File: src/rtl/core/ptpms_pkg.sv
// Shared types and constants for the point-to-point motion stepper.
package ptpms_pkg;

	localparam int CordicIter = 16;
	localparam int IterW = $clog2(CordicIter + 1);
	localparam logic [29:0] CordicKinv = 30'd652032874;
	localparam logic [23:0] StepReset = 24'd6554;
	localparam int VecW = 36;
	localparam int RotW = 26;

	typedef enum logic [1:0] {
		MODE_GOAL = 2'd0,
		MODE_TICK = 2'd1,
		MODE_CANCEL = 2'd2,
		MODE_NONE = 2'd3
	} mode_t;

	typedef enum logic [2:0] {
		ST_IDLE = 3'd0,
		ST_ACCEPTED = 3'd1,
		ST_MOVING = 3'd2,
		ST_REACHED = 3'd3,
		ST_PREEMPTED = 3'd4
	} status_t;

	typedef enum logic [2:0] {
		CS_IDLE,
		CS_LOAD,
		CS_ITER,
		CS_MAG,
		CS_DECIDE,
		CS_OUT
	} ctrl_state_t;

	typedef struct packed {
		logic goal_load;
		logic tick_load;
		logic iter_en;
		logic mag_en;
		logic snap;
		logic advance;
		logic drop;
	} dp_cmd_t;

	typedef struct packed {
		logic at_goal;
		logic goal_active;
		logic iter_done;
		logic mag_below;
	} dp_stat_t;

	typedef struct packed {
		logic [1:0] mode;
		logic signed [31:0] goal_x;
		logic signed [31:0] goal_y;
	} in_word_t;

	typedef struct packed {
		logic signed [31:0] pos_x;
		logic signed [31:0] pos_y;
		logic [2:0] status;
	} out_word_t;

endpackage

File: src/rtl/core/ptpms_if.sv
// Valid/ready channel interfaces for input and result words.
interface ptpms_in_if;
	import ptpms_pkg::*;
	logic valid;
	logic ready;
	logic [1:0] mode;
	logic signed [31:0] goal_x;
	logic signed [31:0] goal_y;
	modport source (output valid, output mode, output goal_x, output goal_y, input ready);
	modport sink (input valid, input mode, input goal_x, input goal_y, output ready);
endinterface

interface ptpms_out_if;
	logic valid;
	logic ready;
	logic signed [31:0] pos_x;
	logic signed [31:0] pos_y;
	logic [2:0] status;
	modport source (output valid, output pos_x, output pos_y, output status, input ready);
	modport sink (input valid, input pos_x, input pos_y, input status, output ready);
endinterface

File: src/rtl/core/point_to_point_motion_stepper.sv
// Point-to-point motion stepper: top level.
// Steps from input accept to result: cancel and idle words go straight to output, goal
// words through load and output, tick words through load, 16 CORDIC iterations on one
// shared unit, iteration done, magnitude, decide and output.
// One word at a time; the next word is accepted in the cycle after the result is taken.
// Reset: arst_n clears position, target and goal; step_length returns to 6554.
module point_to_point_motion_stepper (
	input  logic clk,
	input  logic arst_n,
	ptpms_in_if.sink in_ch,
	ptpms_out_if.source out_ch,
	input  logic cfg_we,
	input  logic [23:0] cfg_wdata
);
	import ptpms_pkg::*;

	logic [23:0] step_q;
	in_word_t in_word;
	dp_cmd_t cmd;
	dp_stat_t stat;

	always_ff @(posedge clk or negedge arst_n) begin
		if (!arst_n) step_q <= StepReset;
		else if (cfg_we) step_q <= cfg_wdata;
	end

	assign in_word.mode = in_ch.mode;
	assign in_word.goal_x = in_ch.goal_x;
	assign in_word.goal_y = in_ch.goal_y;

	ptpms_ctrl u_ctrl (
		.clk(clk), .arst_n(arst_n),
		.in_valid(in_ch.valid), .in_ready(in_ch.ready), .in_mode(in_ch.mode),
		.out_valid(out_ch.valid), .out_ready(out_ch.ready), .out_status(out_ch.status),
		.stat(stat), .cmd(cmd)
	);

	ptpms_datapath u_dp (
		.clk(clk), .arst_n(arst_n), .in_word(in_word), .step_length(step_q),
		.cmd(cmd), .stat(stat), .pos_x(out_ch.pos_x), .pos_y(out_ch.pos_y)
	);

	a_no_overlap: assert property (@(posedge clk) disable iff (!arst_n)
		!(in_ch.ready && out_ch.valid)) else $error("accept during output");
	a_reached_clears: assert property (@(posedge clk) disable iff (!arst_n)
		(out_ch.valid && out_ch.status == ST_REACHED) |-> !stat.goal_active)
		else $error("reached with goal active");
	a_moving_active: assert property (@(posedge clk) disable iff (!arst_n)
		(out_ch.valid && out_ch.status == ST_MOVING) |-> stat.goal_active)
		else $error("moving without goal");

endmodule

File: src/rtl/core/ptpms_datapath.sv
// Position, target and shared CORDIC datapath of the motion stepper.
module ptpms_datapath (
	input  logic clk,
	input  logic arst_n,
	input  ptpms_pkg::in_word_t in_word,
	input  logic [23:0] step_length,
	input  ptpms_pkg::dp_cmd_t cmd,
	output ptpms_pkg::dp_stat_t stat,
	output logic signed [31:0] pos_x,
	output logic signed [31:0] pos_y
);
	import ptpms_pkg::*;

	logic signed [31:0] px_q, py_q, tx_q, ty_q;
	logic active_q;
	logic flip_q;
	logic signed [VecW-1:0] vx_q, vy_q;
	logic signed [RotW-1:0] rx_q, ry_q;
	logic [IterW-1:0] it_q;
	logic [23:0] step_q;
	logic below_q;

	logic signed [32:0] dx, dy, adx, ady;
	logic [23:0] step_eff;
	logic [53:0] rot_init;
	logic signed [VecW-1:0] vsx, vsy;
	logic signed [RotW-1:0] rsx, rsy;
	logic [VecW+29:0] mag_full;
	logic [VecW-1:0] vx_pos;
	logic signed [RotW-1:0] rfx, rfy;
	logic signed [33:0] nx, ny;

	assign dx = 33'(tx_q) - 33'(px_q);
	assign dy = 33'(ty_q) - 33'(py_q);
	assign adx = dx[32] ? -dx : dx;
	assign ady = dx[32] ? -dy : dy;
	assign step_eff = (step_length == 24'd0) ? 24'd1 : step_length;
	assign rot_init = 54'(step_eff) * 54'(CordicKinv);
	assign vsx = vx_q >>> it_q;
	assign vsy = vy_q >>> it_q;
	assign rsx = rx_q >>> it_q;
	assign rsy = ry_q >>> it_q;
	assign vx_pos = vx_q[VecW-1] ? '0 : vx_q;
	assign mag_full = (VecW+30)'(vx_pos) * (VecW+30)'(CordicKinv);
	assign rfx = flip_q ? -rx_q : rx_q;
	assign rfy = flip_q ? -ry_q : ry_q;
	assign nx = 34'(px_q) + 34'(rfx);
	assign ny = 34'(py_q) + 34'(rfy);

	function automatic logic signed [31:0] sat32(input logic signed [33:0] v);
		if (v > 34'sd2147483647) return 32'sh7fffffff;
		if (v < -34'sd2147483648) return 32'sh80000000;
		return v[31:0];
	endfunction

	always_ff @(posedge clk or negedge arst_n) begin
		if (!arst_n) begin
			px_q <= '0;
			py_q <= '0;
			tx_q <= '0;
			ty_q <= '0;
			active_q <= 1'b0;
			flip_q <= 1'b0;
			vx_q <= '0;
			vy_q <= '0;
			rx_q <= '0;
			ry_q <= '0;
			step_q <= '0;
			below_q <= 1'b0;
			it_q <= '0;
		end else begin
			if (cmd.goal_load) begin
				tx_q <= in_word.goal_x;
				ty_q <= in_word.goal_y;
				active_q <= !(in_word.goal_x == px_q && in_word.goal_y == py_q);
			end
			if (cmd.tick_load) begin
				flip_q <= dx[32];
				vx_q <= VecW'(adx);
				vy_q <= VecW'(ady);
				rx_q <= RotW'(rot_init[53:30]);
				ry_q <= '0;
				step_q <= step_eff;
				it_q <= '0;
			end
			if (cmd.iter_en) begin
				if (!vy_q[VecW-1]) begin
					vx_q <= vx_q + vsy;
					vy_q <= vy_q - vsx;
					rx_q <= rx_q - rsy;
					ry_q <= ry_q + rsx;
				end else begin
					vx_q <= vx_q - vsy;
					vy_q <= vy_q + vsx;
					rx_q <= rx_q + rsy;
					ry_q <= ry_q - rsx;
				end
				it_q <= it_q + 1'b1;
			end
			if (cmd.mag_en) begin
				below_q <= mag_full[VecW+29:30] < (VecW)'(step_q);
			end
			if (cmd.snap) begin
				px_q <= tx_q;
				py_q <= ty_q;
				active_q <= 1'b0;
			end
			if (cmd.advance) begin
				px_q <= sat32(nx);
				py_q <= sat32(ny);
			end
			if (cmd.drop) begin
				active_q <= 1'b0;
			end
		end
	end

	assign stat.at_goal = (tx_q == px_q) && (ty_q == py_q);
	assign stat.goal_active = active_q;
	assign stat.iter_done = (it_q == IterW'(CordicIter));
	assign stat.mag_below = below_q;
	assign pos_x = px_q;
	assign pos_y = py_q;

endmodule

File: src/rtl/core/ptpms_ctrl.sv
// Controller state machine for the motion stepper.
module ptpms_ctrl (
	input  logic clk,
	input  logic arst_n,
	input  logic in_valid,
	output logic in_ready,
	input  logic [1:0] in_mode,
	output logic out_valid,
	input  logic out_ready,
	output logic [2:0] out_status,
	input  ptpms_pkg::dp_stat_t stat,
	output ptpms_pkg::dp_cmd_t cmd
);
	import ptpms_pkg::*;

	ctrl_state_t state_q, state_d;
	status_t status_q, status_d;

	always_ff @(posedge clk or negedge arst_n) begin
		if (!arst_n) begin
			state_q <= CS_IDLE;
			status_q <= ST_IDLE;
		end else begin
			state_q <= state_d;
			status_q <= status_d;
		end
	end

	always_comb begin
		state_d = state_q;
		status_d = status_q;
		cmd = '0;
		in_ready = 1'b0;
		out_valid = 1'b0;
		unique case (state_q)
			CS_IDLE: begin
				in_ready = 1'b1;
				if (in_valid) begin
					state_d = CS_OUT;
					unique case (mode_t'(in_mode))
						MODE_GOAL: begin
							cmd.goal_load = 1'b1;
							state_d = CS_LOAD;
						end
						MODE_TICK: begin
							if (stat.goal_active) begin
								cmd.tick_load = 1'b1;
								state_d = CS_ITER;
							end else begin
								status_d = ST_IDLE;
							end
						end
						MODE_CANCEL: begin
							if (stat.goal_active) begin
								cmd.drop = 1'b1;
								status_d = ST_PREEMPTED;
							end else begin
								status_d = ST_IDLE;
							end
						end
						default: status_d = ST_IDLE;
					endcase
				end
			end
			CS_LOAD: begin
				status_d = stat.goal_active ? ST_ACCEPTED : ST_REACHED;
				state_d = CS_OUT;
			end
			CS_ITER: begin
				if (stat.iter_done) begin
					state_d = CS_MAG;
				end else begin
					cmd.iter_en = 1'b1;
				end
			end
			CS_MAG: begin
				cmd.mag_en = 1'b1;
				state_d = CS_DECIDE;
			end
			CS_DECIDE: begin
				if (stat.mag_below) begin
					cmd.snap = 1'b1;
					status_d = ST_REACHED;
				end else begin
					cmd.advance = 1'b1;
					status_d = ST_MOVING;
				end
				state_d = CS_OUT;
			end
			CS_OUT: begin
				out_valid = 1'b1;
				if (out_ready) state_d = CS_IDLE;
			end
			default: state_d = CS_IDLE;
		endcase
	end

	assign out_status = status_q;

endmodule

File: src/flat_wrapper.sv
// flat-port wrapper written by rule: the top's interface ports become plain ports
module point_to_point_motion_stepper_flat import ptpms_pkg::*;
  (clk, arst_n, cfg_we, cfg_wdata, in_ch_valid, in_ch_mode, in_ch_goal_x, in_ch_goal_y, in_ch_ready, out_ch_valid, out_ch_pos_x, out_ch_pos_y, out_ch_status, out_ch_ready);
  ptpms_in_if in_ch_i ();
  ptpms_out_if out_ch_i ();
  input  logic clk;
  input  logic arst_n;
  input  logic cfg_we;
  input  logic [23:0] cfg_wdata;
  input wire logic [$bits(in_ch_i.valid)-1:0] in_ch_valid;
  input wire logic [$bits(in_ch_i.mode)-1:0] in_ch_mode;
  input wire logic [$bits(in_ch_i.goal_x)-1:0] in_ch_goal_x;
  input wire logic [$bits(in_ch_i.goal_y)-1:0] in_ch_goal_y;
  output wire logic [$bits(in_ch_i.ready)-1:0] in_ch_ready;
  output wire logic [$bits(out_ch_i.valid)-1:0] out_ch_valid;
  output wire logic [$bits(out_ch_i.pos_x)-1:0] out_ch_pos_x;
  output wire logic [$bits(out_ch_i.pos_y)-1:0] out_ch_pos_y;
  output wire logic [$bits(out_ch_i.status)-1:0] out_ch_status;
  input wire logic [$bits(out_ch_i.ready)-1:0] out_ch_ready;
  assign in_ch_i.valid = in_ch_valid;
  assign in_ch_i.mode = in_ch_mode;
  assign in_ch_i.goal_x = in_ch_goal_x;
  assign in_ch_i.goal_y = in_ch_goal_y;
  assign in_ch_ready = in_ch_i.ready;
  assign out_ch_valid = out_ch_i.valid;
  assign out_ch_pos_x = out_ch_i.pos_x;
  assign out_ch_pos_y = out_ch_i.pos_y;
  assign out_ch_status = out_ch_i.status;
  assign out_ch_i.ready = out_ch_ready;
  point_to_point_motion_stepper u_core (.clk(clk), .arst_n(arst_n), .in_ch(in_ch_i), .out_ch(out_ch_i), .cfg_we(cfg_we), .cfg_wdata(cfg_wdata));
endmodule
File: config.mk
export PLATFORM = sky130hd
export DESIGN_NAME = point_to_point_motion_stepper_flat
export DESIGN_NICKNAME = d
export VERILOG_FILES = /design/src/rtl/core/ptpms_pkg.sv /design/src/rtl/core/ptpms_if.sv /design/src/rtl/core/point_to_point_motion_stepper.sv /design/src/rtl/core/ptpms_datapath.sv /design/src/rtl/core/ptpms_ctrl.sv /design/src/flat_wrapper.sv
export SDC_FILE = /design/constraint.sdc
export NUM_CORES = 2
export LEC_CHECK = 0
export BUFFER_PORTS_ARGS = -buffer_cell sky130_fd_sc_hd__buf_2
export CAP_MARGIN = 20
export CORE_MARGIN = 2
export CORE_UTILIZATION = 30
export DETAILED_ROUTE_END_ITERATION = 12
export PLACE_DENSITY_LB_ADDON = 0.05
export SYNTH_ARGS = -nofsm -noshare
export SYNTH_HDL_FRONTEND = slang
export SYNTH_SLANG_ARGS = --single-unit
File: constraint.sdc
create_clock -name clk -period 27.6 [get_ports clk]
set_input_delay 1.38 -clock clk [delete_from_list [all_inputs] [get_ports clk]]
set_output_delay 1.38 -clock clk [all_outputs]
set_load 0.02 [all_outputs]
==> results.txt <==
hold path startpoint = u_core.u_ctrl.out_status[1]
FF-to-FF Start = u_core.u_dp.vx_q[35]
most common library cells after synthesis = inv_1 (1,375), ha_1 (870), fa_1 (801), nand2_1 (490), a21oi_1 (456)
Worst Setup Path Type = register to register
crit path buf inv count = 6
Hold Path Cell Cnt = 2
row count = 178
Layout fillers = 24.8k
final setup margin = 16.12 ns
DP Worst Slack = 16.13 ns
share of the synthesized area in the top cell type = 0.225
fin crit period = 11.48 ns
CTS buffer count = 49
die width = 492 µm
Final Skew = 0.0551 ns
DR vias/cell = 5.26
CTS Sinks = 314
headroom to the max-slew limit = 0.200
initial antenna violation count = 2
Setup-failing EPs final = 0
Longest Clk Path Bufs = 3
nets = 9,791
IO Count = 164
Antenna Nets Post-Route = 0
via count = 59.0k
fin. max-slew vios = 0
fin util = 0.327
Arr. time, crit path = 12.02 ns
Fin Setup TNS = 0 ns
Post-Syn Area = 71,300 µm²
largest net degree at the start of global routing = 79
Post-synth ARST share = 1.00
total track usage = 0.236
vias in the first global route = 60.7k
Detailed Route WL = 288 mm
crit-path most repeated cell = fa_1
Clk Latency, worst-skew pair = 0.70 ns
total iterations of the first detailed-routing run = 10
Port Buf Inserts = 163
Max FO, Critical Path = 74
reg2reg setup slack = 16.12 ns
post-DP HPWL = 242 mm
cell taking the most area after synthesis = fa_1
clock-pin slew on the worst setup and hold paths = 0.05 ns
# hold bufs at CTS = 0
H-tree Lvls = 2
period utilisation layout = 0.416
Crit path required time = 28.14 ns
die height = 492 µm
Fmax achieved = 0.0871 GHz
synthesized instance count = 8,055
CTS tree = done
CP max-delay cell = buf_4
DRC viols = 0
count leader, synth = inv_1
Seq/Total Area, Yosys = 0.110
die area = 242,000 µm²
layout cell share with drive strength beyond 1 = 0.0868
Layout Cells excl Fill = 11.2k
Least-Margin Pin Slew = 1.17 ns
total gr overflow = 0
Initial Util = 0.302
Post-Place Cells = 11.1k
Seq cells post-synth = 314
count of cell types in the netlist = 110
FF-to-FF End = u_core.u_dp.below_q
Main synth FF type = dfrtp_1
syn avg cell area = 8.85 µm²
wire per inst = 25.7 µm
Startpoint Class = register
worst min path class = register to register
Root Driver = clkbuf_16
top post-synthesis cells by area = fa_1 (22%), ha_1 (15%), dfrtp_1 (11%), inv_1 (7.2%), xnor2_1 (3.6%)
Area growth syn-to-layout = 8.18%
Core Region = 236,000 µm²
Top Family by Delay on Critical Path = adder cells
Critical Path Max Stage Delay = 0.66 ns
R2R cell count = 36
syn_nets = 9,821
max-cap viol count = 0
yosys synthesis warning count = 0
status = completed
final hold vios = 0
hold endpoint = u_core.u_ctrl.out_status[1]
post-CTS setup buffers = 0
number of synthesized flops with an enable pin = 0
Detailed Route Iter0 Violations = 4,189
post-cts resize count = 0
first-pass GRT wire length = 426 mm
RSZ-0062 raised after global routing = no
RD Place Congestion = 0.951
CP Capture Type = register
## layout by cell type (no fill, tap or decap), drive strengths merged, types with 15 or more instances in the layout
cell type     n
o211ai       69
nand2b       93
nor4         45
buf         255
and3         73
o22ai        47
a211o        23
a221oi       22
a31oi        83
nor3         85
nand4        47
mux2        150
a21oi       460
xor2        231
or2          22
nor2        405
nand3       111
a22oi        25
ha          870
a21o        165
mux2i       112
a2111oi      15
a21boi       21
o21ai       435
mux4        110
nor2b        77
a211oi       62
or3          37
clkbuf       63
inv        1380
xnor2       293
o221ai       62
or4          22
o21a         82
and2         46
dfrtp       307
o21bai       43
fa          801
nand2       490
o31ai        51
## worst max path at each step
| stage | slack, ns | cells after the start | start | endpoint |
|---|---|---|---|---|
| global route | 15.31 | 36 | u_core.u_dp.vx_q[35] | u_core.u_dp.below_q |
| detailed placement | 16.13 | 36 | u_core.u_dp.vx_q[35] | u_core.u_dp.below_q |
| global placement | 16.27 | 36 | u_core.u_dp.vx_q[35] | u_core.u_dp.below_q |
| CTS | 16.05 | 36 | u_core.u_dp.vx_q[35] | u_core.u_dp.below_q |
| finish | 16.12 | 36 | u_core.u_dp.vx_q[35] | u_core.u_dp.below_q |
| floorplan | 17.57 | 39 | u_core.u_dp.vx_q[35] | u_core.u_dp.below_q |
## registers in the layout, summed over array words and instances, names as in the netlist, 5 cells and up
signal              count
u_core.step_q          24
u_core.u_dp.it_q        5
u_core.u_dp.pos_x      32
u_core.u_dp.pos_y      32
u_core.u_dp.rx_q       26
u_core.u_dp.ry_q       26
u_core.u_dp.step_q     24
u_core.u_dp.tx_q       32
u_core.u_dp.ty_q       32
u_core.u_dp.vx_q       36
u_core.u_dp.vy_q       36
## worst register-to-register path: cells and delay by family (launching register included)
kind                       cells  cell delay, ns
DFF                            1            0.37
AOI/OAI and AO/OA             12            3.17
and+or+nand+nor                7            1.77
xor gates and xnor gates       1            0.17
buffers and inverters          6            1.23
adders and majority gates     10            4.64
## cell families (layout without fill, tap and decap cells)
family,after synthesis,in the layout,share of synthesized area
mux,372,372,0.0750
buf+inv,1715,1722,0.0942
simple gates,1628,1628,0.112
xor+xnor,524,524,0.0643
fa+ha+maj,1671,1671,0.377
compound gates,1831,1831,0.166
other cells,0,4,0
flops,314,314,0.110
## cell type report
cell class / count / area, µm² / share of cell area
Clock buffer: 61 / 1340 / 0.0174
Multi-Input combinational cell: 6026 / 56800 / 0.737
Clock inverter: 27 / 430 / 0.00558
Inverter: 1377 / 5170 / 0.0670
Tap cell: 3150 / 3940 / 0.0511
Sequential cell: 314 / 7890 / 0.102
Antenna cell: 4 / 10.0 / 0.000130
Timing Repair Buffer: 257 / 1540 / 0.0200
## metrics by stage
stage / hold slack (ns) / instance area, µm²
floorplan: 0.449 / 71300
global placement: 0.467 / 75300
detailed placement: 0.459 / 75300
CTS: 0.480 / 77100
global route: 0.511 / 77100
finish: 0.470 / 77200
## layer usage
| metal | up-vias | global-route usage | wire, µm |
|---|---|---|---|
| met5 | - | 0 | 0 |
| met4 | 0 | 0.0410 | 5210 |
| met3 | 174 | 0.0230 | 11400 |
| met2 | 1283 | 0.387 | 134000 |
| met1 | 30100 | 0.338 | 137000 |
| li1 | 27500 | - | - |
Power is not shown: default switching activity piles up to over one toggle a cycle in this logic, so the estimate is an artifact.
